===== src/hw/rtl/ilfc_pkg.sv =====
`default_nettype none
// ============================================================================
// ilfc_pkg - integer list format checker shared definitions
// Widths, character codes, token and phase types used by the front and back.
// ============================================================================
package ilfc_pkg;

    // Signed integer width being checked
    localparam int INT_BITS = 32;

    // Magnitude accumulator width and the widened product width for x10 + d
    localparam int MAG_W = INT_BITS + 1;
    localparam int MUL_W = MAG_W + 4;

    localparam logic [MAG_W-1:0] MAG_NEG_MAX = MAG_W'(1) << (INT_BITS - 1);
    localparam logic [MAG_W-1:0] MAG_POS_MAX = MAG_NEG_MAX - MAG_W'(1);
    localparam logic [MAG_W-1:0] MAG_CAP     = MAG_NEG_MAX + MAG_W'(1);

    // Token queue between front and back
    localparam int QDEPTH = 2;
    localparam int QPTR_W = (QDEPTH > 1) ? $clog2(QDEPTH) : 1;
    localparam int QCNT_W = $clog2(QDEPTH + 1);

    // Character codes
    localparam logic [7:0] CH_PLUS    = 8'h2B;
    localparam logic [7:0] CH_MINUS   = 8'h2D;
    localparam logic [7:0] CH_COMMA   = 8'h2C;
    localparam logic [7:0] CH_NEWLINE = 8'h0A;
    localparam logic [7:0] CH_ZERO    = 8'h30;
    localparam logic [7:0] CH_NINE    = 8'h39;

    typedef enum logic [2:0] {
        TK_DIGIT   = 3'd0,
        TK_PLUS    = 3'd1,
        TK_MINUS   = 3'd2,
        TK_COMMA   = 3'd3,
        TK_NEWLINE = 3'd4,
        TK_OTHER   = 3'd5,
        TK_END     = 3'd6
    } t_tok_kind;

    typedef struct packed {
        t_tok_kind  kind;
        logic [3:0] digit;
    } t_token;

    typedef enum logic [4:0] {
        PH_START   = 5'b00001,
        PH_SIGN    = 5'b00010,
        PH_DIGITS  = 5'b00100,
        PH_NEWLINE = 5'b01000,
        PH_REJECT  = 5'b10000
    } t_phase;

endpackage : ilfc_pkg
`default_nettype wire


===== src/hw/rtl/ilfc_front.sv =====
`default_nettype none
// ============================================================================
// ilfc_front - request classifier and token queue
// Turns each accepted request into a token and holds it in a short queue.
// ============================================================================
module ilfc_front (
    input  wire logic            i_clk,
    input  wire logic            i_rst_n,
    input  wire logic            i_valid,
    output logic                 o_stall,
    input  wire logic            i_kind,
    input  wire logic [7:0]      i_text_byte,
    output logic                 o_tok_valid,
    output ilfc_pkg::t_token     o_tok,
    input  wire logic            i_tok_pop
);
    import ilfc_pkg::*;

    t_token              r_q [QDEPTH];
    logic [QPTR_W-1:0]   r_wptr, r_rptr;
    logic [QCNT_W-1:0]   r_count;
    t_token              w_tok;
    logic                w_push;
    logic                w_pop;

    // classify
    always_comb begin
        w_tok.digit = 4'd0;
        if (i_kind) begin
            w_tok.kind = TK_END;
        end else if (i_text_byte >= CH_ZERO && i_text_byte <= CH_NINE) begin
            w_tok.kind  = TK_DIGIT;
            w_tok.digit = 4'(i_text_byte - CH_ZERO);
        end else if (i_text_byte == CH_PLUS) begin
            w_tok.kind = TK_PLUS;
        end else if (i_text_byte == CH_MINUS) begin
            w_tok.kind = TK_MINUS;
        end else if (i_text_byte == CH_COMMA) begin
            w_tok.kind = TK_COMMA;
        end else if (i_text_byte == CH_NEWLINE) begin
            w_tok.kind = TK_NEWLINE;
        end else begin
            w_tok.kind = TK_OTHER;
        end
    end

    assign o_stall     = (r_count == QCNT_W'(QDEPTH));
    assign o_tok_valid = (r_count != '0);
    assign o_tok       = r_q[r_rptr];
    assign w_push      = i_valid && !o_stall;
    assign w_pop       = i_tok_pop && o_tok_valid;

    always_ff @(posedge i_clk) begin
        if (w_push) begin
            r_q[r_wptr] <= w_tok;
        end
    end

    always_ff @(posedge i_clk) begin
        if (!i_rst_n) begin
            r_wptr  <= '0;
            r_rptr  <= '0;
            r_count <= '0;
        end else begin
            if (w_push) begin
                r_wptr <= (r_wptr == QPTR_W'(QDEPTH - 1)) ? '0 : r_wptr + QPTR_W'(1);
            end
            if (w_pop) begin
                r_rptr <= (r_rptr == QPTR_W'(QDEPTH - 1)) ? '0 : r_rptr + QPTR_W'(1);
            end
            case ({w_push, w_pop})
                2'b10:   r_count <= r_count + QCNT_W'(1);
                2'b01:   r_count <= r_count - QCNT_W'(1);
                default: r_count <= r_count;
            endcase
        end
    end

endmodule : ilfc_front
`default_nettype wire


===== src/hw/rtl/ilfc_back.sv =====
`default_nettype none
// ============================================================================
// ilfc_back - format state machine and result register
// Consumes tokens, tracks sign and saturating magnitude, answers on end.
// ============================================================================
module ilfc_back (
    input  wire logic            i_clk,
    input  wire logic            i_rst_n,
    input  wire logic            i_tok_valid,
    input  wire ilfc_pkg::t_token i_tok,
    output logic                 o_tok_pop,
    output logic                 o_valid,
    input  wire logic            i_stall,
    output logic                 o_accepted
);
    import ilfc_pkg::*;

    t_phase              r_phase, n_phase;
    logic                r_neg, n_neg;
    logic [MAG_W-1:0]    r_mag, n_mag;
    logic                r_out_valid;
    logic                r_out_acc;

    logic [MAG_W-1:0]    w_base;
    logic [MUL_W-1:0]    w_prod;
    logic [MAG_W-1:0]    w_mag_next;
    logic                w_in_range;
    logic                w_is_end;

    // x10 + d as shift-add, saturating at the cap
    assign w_base     = (r_phase == PH_START) ? '0 : r_mag;
    assign w_prod     = (MUL_W'(w_base) << 3) + (MUL_W'(w_base) << 1) + MUL_W'(i_tok.digit);
    assign w_mag_next = (w_prod > MUL_W'(MAG_CAP)) ? MAG_CAP : w_prod[MAG_W-1:0];
    assign w_in_range = r_neg ? (r_mag <= MAG_NEG_MAX) : (r_mag <= MAG_POS_MAX);

    assign w_is_end  = (i_tok.kind == TK_END);
    // end tokens wait for room in the result register
    assign o_tok_pop = i_tok_valid && (!w_is_end || !r_out_valid || !i_stall);

    always_comb begin
        n_phase = r_phase;
        n_neg   = r_neg;
        n_mag   = r_mag;
        if (o_tok_pop) begin
            if (w_is_end) begin
                n_phase = PH_START;
                n_neg   = 1'b0;
                n_mag   = '0;
            end else begin
                case (r_phase)
                    PH_START: begin
                        n_neg = (i_tok.kind == TK_MINUS);
                        n_mag = '0;
                        case (i_tok.kind)
                            TK_PLUS, TK_MINUS: n_phase = PH_SIGN;
                            TK_DIGIT: begin
                                n_mag   = w_mag_next;
                                n_phase = PH_DIGITS;
                            end
                            default: n_phase = PH_REJECT;
                        endcase
                    end
                    PH_SIGN: begin
                        if (i_tok.kind == TK_DIGIT) begin
                            n_mag   = w_mag_next;
                            n_phase = PH_DIGITS;
                        end else begin
                            n_phase = PH_REJECT;
                        end
                    end
                    PH_DIGITS: begin
                        if (i_tok.kind == TK_DIGIT) begin
                            n_mag = w_mag_next;
                        end else if (!w_in_range) begin
                            n_phase = PH_REJECT;
                        end else if (i_tok.kind == TK_COMMA) begin
                            n_phase = PH_START;
                            n_neg   = 1'b0;
                            n_mag   = '0;
                        end else if (i_tok.kind == TK_NEWLINE) begin
                            n_phase = PH_NEWLINE;
                        end else begin
                            n_phase = PH_REJECT;
                        end
                    end
                    default: n_phase = PH_REJECT;
                endcase
            end
        end
    end

    always_ff @(posedge i_clk) begin
        if (!i_rst_n) begin
            r_phase     <= PH_START;
            r_neg       <= 1'b0;
            r_mag       <= '0;
            r_out_valid <= 1'b0;
        end else begin
            r_phase <= n_phase;
            r_neg   <= n_neg;
            r_mag   <= n_mag;
            if (o_tok_pop && w_is_end) begin
                r_out_valid <= 1'b1;
            end else if (!i_stall) begin
                r_out_valid <= 1'b0;
            end
        end
    end

    always_ff @(posedge i_clk) begin
        if (o_tok_pop && w_is_end) begin
            r_out_acc <= (r_phase == PH_NEWLINE);
        end
    end

    assign o_valid    = r_out_valid;
    assign o_accepted = r_out_acc;

    a_mag_capped: assert property (@(posedge i_clk) disable iff (!i_rst_n)
        r_mag <= MAG_CAP)
        else $error("magnitude above saturation cap");

    a_start_clean: assert property (@(posedge i_clk) disable iff (!i_rst_n)
        (r_phase == PH_START) |-> (r_mag == '0 && !r_neg))
        else $error("number start with stale accumulator");

    a_end_resets: assert property (@(posedge i_clk) disable iff (!i_rst_n)
        (o_tok_pop && w_is_end) |=> (r_phase == PH_START && o_valid))
        else $error("end token did not reset and answer");

    a_accept_src: assert property (@(posedge i_clk) disable iff (!i_rst_n)
        (o_tok_pop && w_is_end && r_phase == PH_NEWLINE) |=> o_accepted)
        else $error("well-formed text not accepted");

endmodule : ilfc_back
`default_nettype wire


===== src/hw/rtl/int_list_format_checker_top.sv =====
`default_nettype none
// ============================================================================
// int_list_format_checker_top - comma-separated signed integer list checker
// Streams text bytes and answers accept/reject on each end-of-input request.
// ============================================================================
// Each input request carries one text byte (i_kind = 0) or the end marker
// (i_kind = 1). The text passes when it is one or more signed decimal
// integers (optional + or -, at least one digit, within the signed
// INT_BITS-bit range) separated by commas, no spaces, ending in exactly one
// newline. Only the end marker yields a result request on o_valid /
// o_accepted, and it rearms the checker for the next text. Throughput is one
// request per cycle with no bubbles while o_stall is low: the front classifies
// the byte and pushes a token into a two-entry queue, and the back applies one
// token per cycle unless an end token waits (its x10 + digit shift-add with
// saturation is the combinational step that sets the rate). An end marker's
// result passes from the queue into an output register, so further bytes keep
// flowing while a result waits on i_stall; the queue fills and o_stall rises
// only when a second end marker arrives behind an untaken result.
// ============================================================================
module int_list_format_checker_top (
    input  wire logic       i_clk,
    input  wire logic       i_rst_n,
    // input request channel
    input  wire logic       i_valid,
    output logic            o_stall,
    input  wire logic       i_kind,
    input  wire logic [7:0] i_text_byte,
    // result request channel
    output logic            o_valid,
    input  wire logic       i_stall,
    output logic            o_accepted
);
    import ilfc_pkg::*;

    logic   w_tok_valid;
    t_token w_tok;
    logic   w_tok_pop;

    // byte classification and token queue
    ilfc_front u_front (
        .i_clk       (i_clk),
        .i_rst_n     (i_rst_n),
        .i_valid     (i_valid),
        .o_stall     (o_stall),
        .i_kind      (i_kind),
        .i_text_byte (i_text_byte),
        .o_tok_valid (w_tok_valid),
        .o_tok       (w_tok),
        .i_tok_pop   (w_tok_pop)
    );

    // format state machine, accumulator and result register
    ilfc_back u_back (
        .i_clk       (i_clk),
        .i_rst_n     (i_rst_n),
        .i_tok_valid (w_tok_valid),
        .i_tok       (w_tok),
        .o_tok_pop   (w_tok_pop),
        .o_valid     (o_valid),
        .i_stall     (i_stall),
        .o_accepted  (o_accepted)
    );

endmodule : int_list_format_checker_top
`default_nettype wire


===== config.mk =====
export PLATFORM = sky130hd
export DESIGN_NAME = int_list_format_checker_top
export DESIGN_NICKNAME = d
export VERILOG_FILES = /design/src/hw/rtl/ilfc_pkg.sv /design/src/hw/rtl/ilfc_front.sv /design/src/hw/rtl/ilfc_back.sv /design/src/hw/rtl/int_list_format_checker_top.sv
export SDC_FILE = /design/constraint.sdc
export NUM_CORES = 1
export LEC_CHECK = 0
export BUFFER_PORTS_ARGS = -buffer_cell sky130_fd_sc_hd__buf_2
export CORE_MARGIN = 10
export CORE_UTILIZATION = 55
export CTS_CLUSTER_DIAMETER = 40
export CTS_CLUSTER_SIZE = 16
export DETAILED_ROUTE_END_ITERATION = 10
export PLACE_DENSITY = 0.78
export SYNTH_ARGS = -nofsm -noshare
export SYNTH_HDL_FRONTEND = slang
export SYNTH_SLANG_ARGS = --single-unit

===== constraint.sdc =====
create_clock -name i_clk -period 6.1 [get_ports i_clk]
set_input_delay 0.61 -clock i_clk [delete_from_list [all_inputs] [get_ports i_clk]]
set_output_delay 0.61 -clock i_clk [all_outputs]
set_load 0.02 [all_outputs]

==> results.txt, run 1 <==
* Startpoint type of the worst setup path: flip-flop
- Average wire per standard cell: 18.1 um
* Hold wc startpoint: u_back.r_mag[23]
- GRT overflow: 0
- Walking the worst path, the cells encountered are nor3_1, nand3b_1, and2_1, ha_1, ha_1, fa_1, a21o_1, a221o_1, a2111oi_2, a311oi_1, nor3_1, nand4b_1, or4_1, o41a_1, buf_4, o311a_1.
* Syn Inst Count: 670
* Wire length of the first global-routing pass: 24.3 mm
- Post-synth cell types: 72
- Vertical die dimension: 121 um
- Met2 track demand over resource: 34.1%
- Yosys warnings: 0
- The detailed router finished its first iteration with 477 violations.
- TritonCTS built the clock tree.
* Multi-input gate area: 4100 um^2
* Wirelength, routed: 14.6 mm
- Buffers inserted during clock tree synthesis total 9.
- Slack of the worst reg-to-reg path: 0.44 ns
* Transition time at the pin with the least slew margin: 1.10 ns
- Number of vias per cell after detailed routing: 6.45
- The clock reaches the later pin of the worst-skew pair after 0.34 ns.
* Number of hold buffers added after cts: 0
* P_leak: 2.67 nW
- Die Footprint: 14600 um^2
* CP Class: flip-flop to flip-flop
- Highest achievable clock rate: 177 MHz
* Detailed placer's ending HPWL: 11.5 mm
- The most used flip-flop cell after synthesis is dfxtp_1.
- Core footprint: 9860 um^2
- The flow ran to the end, and the final reports show no timing, DRC or antenna violations.
- Max FO, Critical Path: 21
* Power Density: 187 nW/um^2
- The via count of the first global-routing pass came to 5007.
- The tool flagged a number of max-cap violations equal to 0.
* Portion of the post-synthesis area used by sequential elements: 24.1%
- The tree is rooted in a clkbuf_8.
- A synthesized cell averages 8.38 um^2.
* Initial Util: 56.9%
- Diodes inserted: 0
* Layout cells sized above 1: 11.1%
- The endpoint identified for the worst register-to-register timing path is u_back.r_mag[0].
* WP data arrival: 5.88 ns
- Slowest cell delay on critical path: 0.55 ns
- At the worst endpoint, the required time is 6.33 ns.
- IO Count: 16
- After clock tree synthesis, the setup repair step added 0 buffers.
* Clock Pin Slew Worst Setup and Hold Paths: 0.07 ns
* Final critical-path share of the clock period: 92.7%
* Final Wtd Congestion: 0.985
* Number of cells on the worst hold path: 2
* Via Count: 5215
- The startpoint identified for the worst register-to-register timing path is u_back.r_phase[2].
- Peak supply drop: 229 uV
* Setup TNS: 0 ns
- The worst setup path is captured at a flip-flop.
- During placement, the flow inserted port buffers numbering 15.
- Number of endpoints failing setup at the final stage: 0
- For this run, global-route usage on met1 was measured as 24.3%.
- The initialized floorplan defines 36 standard-cell rows.
- Fill cells in the final layout number 833.
* Post-synth design cell area: 5610 um^2
- The sequential cells in the finished layout cover a total of 1350 um^2.
* Count of endpoints failing hold in the final timing report: 0
- For the finished layout, the period the worst path requires is 5.66 ns.
- The first TritonRoute pass finished after 5 iterations.
- Endpoint of the worst hold-timing path: u_back.r_mag[23]
- Worst relative slew slack: 27.0%
- FF+latch count, synth: 60
- Layout overhead on the synthesized area: 5.84%
- In this run the remaining antenna-violating nets after routing total 0.
- Number of antenna violations at the first check in global routing: 0
- Critical-path top delay cell: or4_1
- The number of cells on the worst reg-to-reg path is 16.
* Number of nets in the layout: 751
- Cells resized by post-CTS repair: 0
- The tightest min-delay check is of the flip-flop to flip-flop type.
- Final number of max-transition violations: 0
- Post-synth EDFFs: 15
- Synthesis produced a netlist with a net count of 750.
- For this run, design rule violations remaining after detail routing come to 0.
- For this run, the total global-route usage over all layers was measured as 19.8%.
* Number of H-tree levels: 3
- After global routing, the most crowded layer is met2.
- On the final layout, the worst clock skew is 0.00424 ns.
* Share of synthesized registers carrying an async set or reset: 0%
- Clock Tree Buf Depth: 2
* Sink Count: 60
- Total power of the final layout: 0.00111 W
- In the global route stage, met3 resource usage came out at 4.33%.
* Pin count of the biggest net entering global routing: 32
* Die span in x: 121 um
- Setup repair after global routing left no endpoint under its margin.
-- routing by layer --
metal  wire length, um  up-vias
li1                  -     2545
met1              6370     2477
met2              7150      165
met3               812       28
met4               301        0
met5                 0        -
-- cell type report --
type	instances	share of cell area (%)
Clock buffer	9	2.08
Clock inverter	7	1.14
Inverter	6	0.379
Multi-Input combinational cell	574	69.0
Sequential cell	60	22.7
Tap cell	133	2.80
Timing Repair Buffer	20	1.90
-- cells by family after synthesis --
group / synth area share (%)
XOR/XNOR: 4.52
adder cells (fa/ha/maj): 15.1
buffers and inverters: 2.94
AND/OR/NAND/NOR: 25.9
multiplexers: 1.65
flip-flops: 24.1
AO/OA/AOI/OAI: 25.9
-- state kept, by name, indices dropped and copies added, names as in the netlist, named ones only --
register / cells
u_back.o_accepted: 1
u_back.o_valid: 1
u_back.r_mag: 33
u_back.r_neg: 1
u_back.r_phase: 5
u_front.r_count: 2
u_front.r_q: 14
u_front.r_rptr: 1
u_front.r_wptr: 1
-- layout by cell type, fill, tap and decap left out, types with 4 or more instances in the layout --
cell type,Yosys,layout
buf_2,3,15
o31ai_2,23,23
o21a_1,4,4
nor4_1,13,13
or4_1,5,5
o211ai_1,6,6
inv_1,6,6
buf_4,1,5
nor4b_1,4,4
nand4_1,15,15
ha_1,66,66
and2_1,46,46
xor2_1,15,15
or3_1,8,8
edfxtp_1,15,15
mux2i_1,7,7
nand3_1,10,10
a21boi_0,4,4
a211oi_1,4,4
nor2b_1,12,12
a31oi_1,8,8
dfxtp_1,45,45
o21ai_0,30,30
a311oi_1,6,6
nor2_1,28,28
nor3_1,18,18
a21oi_1,42,42
xnor2_1,14,14
and3_1,10,10
clkbuf_8,0,9
a21o_1,24,24
nand2_1,86,86
-- how the worst max path moves through the flow --
stage	to	slack, ns	start	cells after the start
6_report	u_back.r_mag[0]	0.44	u_back.r_phase[2]	16
3_5_place_dp	u_back.r_mag[0]	0.53	u_back.r_phase[2]	16
3_3_place_gp	u_back.r_mag[0]	0.66	u_back.r_phase[2]	16
5_1_grt	u_back.r_mag[21]	0.13	u_back.r_phase[2]	15
2_1_floorplan	u_back.r_mag[0]	1.32	u_back.r_phase[2]	17
4_1_cts	u_back.r_mag[0]	0.52	u_back.r_phase[2]	16
-- synthesized netlist by cell type, types with 3 or more instances --
cell	n	area, um^2
a211oi_1	4	30.0
a21boi_0	4	30.0
a21o_1	24	180
a21oi_1	42	210
a221o_1	3	30.0
a221oi_2	3	45.0
a311oi_1	6	52.6
a31o_2	3	26.3
a31oi_1	8	50.1
and2_1	46	288
and3_1	10	62.6
buf_2	3	15.0
buf_6	3	33.8
clkbuf_1	22	82.6
dfxtp_1	45	901
edfxtp_1	15	450
ha_1	66	826
inv_1	6	22.5
mux2i_1	7	70.1
nand2_1	86	323
nand2b_1	3	18.8
nand3_1	10	50.1
nand3b_1	3	22.5
nand4_1	15	93.8
nor2_1	28	105
nor2b_1	12	75.1
nor3_1	18	90.1
nor4_1	13	81.3
nor4b_1	4	35.0
o211ai_1	6	45.0
o21a_1	4	30.0
o21ai_0	30	150
o21ai_1	3	15.0
o21bai_1	3	22.5
o311a_1	3	30.0
o31ai_2	23	288
or2_2	3	18.8
or3_1	8	50.1
or4_1	5	37.5
xnor2_1	14	123
xor2_1	15	131
-- where the power goes --
part,internal (W),leakage (nW),total (W),switching [W]
Combinational,0.000100,2.07,0.000299,0.000199
Sequential,0.000441,0.502,0.000466,0.0000248
Clock,0.000186,0.0926,0.000344,0.000158
Total,0.000727,2.67,0.00111,0.000382
-- worst max-delay path, delay by kind of cell (launching register included) --
kind                       cells  cell delay [ns]
DFF                            1             0.34
buffers and inverters          1             0.25
and+or+nand+nor                6             2.07
AOI/OAI and AO/OA              6             1.94
adders and majority gates      3             0.94
-- per-stage QoR --
step	setup WS (ns)	hold WS, ns	instance area [um^2]	util, %	cells
final	0.445	0.473	5940	60.2	809
after global routing	0.126	0.510	5940	60.2	809
after floorplan	1.32	0.439	5610	-	670
after detailed placement	0.534	0.467	5750	58.3	793
after global placement	0.660	0.462	5750	58.3	793
after CTS	0.517	0.478	5940	60.2	809
No activity file was read; power rests on OpenSTA's default activity.
==> run 2: changes to the inputs <==
--- a/config.mk
+++ b/config.mk
@@ -11,7 +11,7 @@
 export CTS_CLUSTER_DIAMETER = 40
 export CTS_CLUSTER_SIZE = 16
 export DETAILED_ROUTE_END_ITERATION = 10
-export PLACE_DENSITY = 0.78
+export PLACE_DENSITY = 0.81
 export SYNTH_ARGS = -nofsm -noshare
 export SYNTH_HDL_FRONTEND = slang
 export SYNTH_SLANG_ARGS = --single-unit
==> constraint.sdc (replaced) <==
create_clock -name i_clk -period 4.95 [get_ports i_clk]
set_input_delay 0.495 -clock i_clk [delete_from_list [all_inputs] [get_ports i_clk]]
set_output_delay 0.495 -clock i_clk [all_outputs]
set_load 0.02 [all_outputs]
==> results.txt, run 2 (synthesized netlist as in run 1, its figures left out) <==
* Detailed placer's ending HPWL: 11.8 mm
- Number of hold buffers added after cts: 0
- In the global route stage, met2 resource usage came out at 35.0%.
- CP Class: flip-flop to flip-flop
- Initial Util: 56.9%
- In this run, the combinational gates consume 28.7% of the power.
- Register name with the most flops: u_back.r_mag
- Pin placement for this block handled 16 I/O pins.
- From left edge to right edge, the die measures 121 um.
- Registers are responsible for 37.9% of the overall power.
- Number of buffer and inverter instances along the worst setup path: 5
* DRC violation total after the first TritonRoute iteration: 500
- Summed over all cells, the static leakage comes to 2.85 nW.
* Number of nets in the layout: 783
- The layout has 782 filler cells.
* Final critical-path share of the clock period: 97.1%
* Layout cells sized above 1: 17.5%
- The worst pin sits at a relative slew slack of 25.8%.
- Most frequent cells in the layout: nand2_1, ha_1, and2_1
- Core footprint: 9860 um^2
- Global routing consumed, over all layers together, 20.1% of the routing resources.
* Peak supply drop: 230 uV
- Switching Power: 0.000521 W
- Wire length of the first global-routing pass: 24.3 mm
* Clock Tree Buf Depth: 2
- The most numerous cell type found on the critical path is buf_4.
- GRT overflow: 0
* Type of the worst min-delay path: input pin to flip-flop
- Number of H-tree levels: 3
- Number of max-cap violations: 0
* Power Density: 237 nW/um^2
- Net switching is 34.7% of the power.
- Biggest registers after layout: u_back.r_mag x33, u_front.r_q x14, u_back.r_phase x5
- Most utilized layer in the global route result: met2
- Setup crit end kind: flip-flop
* Port Buffer Count: 15
- Top cell family by delay on the critical path: compound AO/OA/AOI/OAI gates
- Run status: finished, final reports clean
- The first detailed-routing pass ran for 5 iterations.
- Count of endpoints failing hold in the final timing report: 0
- WP data arrival: 5.08 ns
- Vertical die dimension: 121 um
* Met3 routing resource usage after global routing: 3.49%
- At the pin with the least slew margin, the transition time is 1.11 ns.
* Clock Pin Slew Worst Setup and Hold Paths: 0.07 ns
- Number of flip-flops in the largest register: 33
- Library cell used as clock root buffer: clkbuf_8
- Clock buffer count from CTS: 9
- Wirelength, routed: 15.6 mm
- Via Count: 5436
* Number of endpoints failing setup at the final stage: 0
- Final Wtd Congestion: 0.959
- The via count of the first global-routing pass came to 5065.
- Shortest period the worst path allows: 4.81 ns
- After detailed routing, the number of remaining DRC violations is 0.
* Total power of the final layout: 0.00150 W
* Site row count: 36
* Worst path cell trace: nor3_4, nand3b_1, buf_4, buf_4, and2_1, ha_1, ha_1, and2_1, a2111oi_0, nor3_1, buf_4, o21ai_1, a31oi_2, buf_4, a31oi_1, xor2_1, nand2_2, buf_4, o31ai_2
- Internal cell power: 0.000982 W
- The number of pins exceeding their max-slew limit in the final report was 0.
- The number of antenna violations at the first check in global routing came to 0.
- The clock arrives with 0.00601 ns of skew.
* Die Footprint: 14600 um^2
* Pre-CTS setup slack: -0.0121 ns
- After layout, the worst setup slack is 0.145 ns.
- Among all stages on the critical path, the largest delay is contributed by a2111oi_0.
* Share of power burned in the clock network: 33.4%
- Of all nets on the critical path, the largest fanout is 8.
- Most common library cell in the layout ignoring fill and taps: nand2_1
* Post-route ant nets: 0
* Layout overhead on the synthesized area: 12.8%
* Clock latency on the worst-skew pair: 0.35 ns
- Sink Count: 60
* Global-route met1 utilization: 23.7%
- Diodes inserted: 0
- Entering global routing, the biggest net connects 32 pins.
- In the final routed layout, each cell accounts on average for 18.5 um.
- CTS tree: yes
- Dividing the detail-routed via count by the number of cells gives 6.46.
- On the worst path, the slowest cell contributes a delay of 0.40 ns.
* Startpoint type of the worst setup path: flip-flop
* Data required time at the worst endpoint: 5.22 ns
* Highest achievable clock rate: 208 MHz
-- run 2: metrics by stage --
step	util [%]	TNS, ns	cell area (um^2)	cells	hold slack (ns)
after global placement	60.3	0	5950	818	0.463
final	64.2	0	6330	841	0.467
after detailed placement	60.3	-0.0121	5950	818	0.476
after floorplan	-	0	5610	670	0.439
after global routing	64.2	-0.410	6330	841	0.473
after CTS	62.7	0	6180	834	0.458
-- run 2: cell type report --
class	count	area [um^2]	share of cell area, %
well taps	133	166	2.63
repair buffers	52	370	5.85
inverters	6	22.5	0.356
clock buffers	9	124	1.96
flip-flops and latches	60	1350	21.4
multi-input cells	574	4200	66.3
clock inverters	7	100	1.58
-- run 2: worst reg2reg max path, delay by kind of cell, from the launching register on --
| kind | cells | cell delay (ns) |
|---|---|---|
| AO/OA/AOI/OAI | 5 | 1.28 |
| XOR/XNOR | 1 | 0.36 |
| adder cells (fa/ha/maj) | 2 | 0.68 |
| buffers and inverters | 5 | 0.94 |
| flip-flops | 1 | 0.34 |
| AND/OR/NAND/NOR | 6 | 1.12 |
-- run 2: routing by layer --
layer | routed length (um) | vias up | share of wire, %
met5 | 0 | - | 0
met4 | 483 | 0 | 3.1
met3 | 808 | 49 | 5.2
met2 | 7650 | 218 | 49
met1 | 6610 | 2567 | 43
li1 | - | 2602 | -
-- run 2: power by group through the flow --
stage	combinational, W	sequential [W]	clock [W]
after global routing	0.000464	0.000572	0.000522
after floorplan	0.000284	0.000572	0
after global placement	0.000370	0.000574	0
after detailed placement	0.000384	0.000577	0
final	0.000431	0.000570	0.000502
after CTS	0.000390	0.000568	0.000502
-- run 2: worst paths after layout --
kind,start,end,slack [ns],depth (start not counted)
max reg2reg,u_back.r_phase[3],u_back.r_mag[26],0.14,19
max,u_back.r_phase[3],u_back.r_mag[26],0.14,19
min reg2reg,u_back.r_mag[2],u_back.r_mag[2],0.49,2
min,i_kind,u_front.r_q[0][5],0.47,2
-- run 2: repair_timing --
item,4_1_cts,5_1_grt
cloned,0,2
buffers inserted,0,5
hold endpoints to repair,0,0
pin swaps,2,6
endpoints found under the setup margin,13,32
resized for setup,2,22
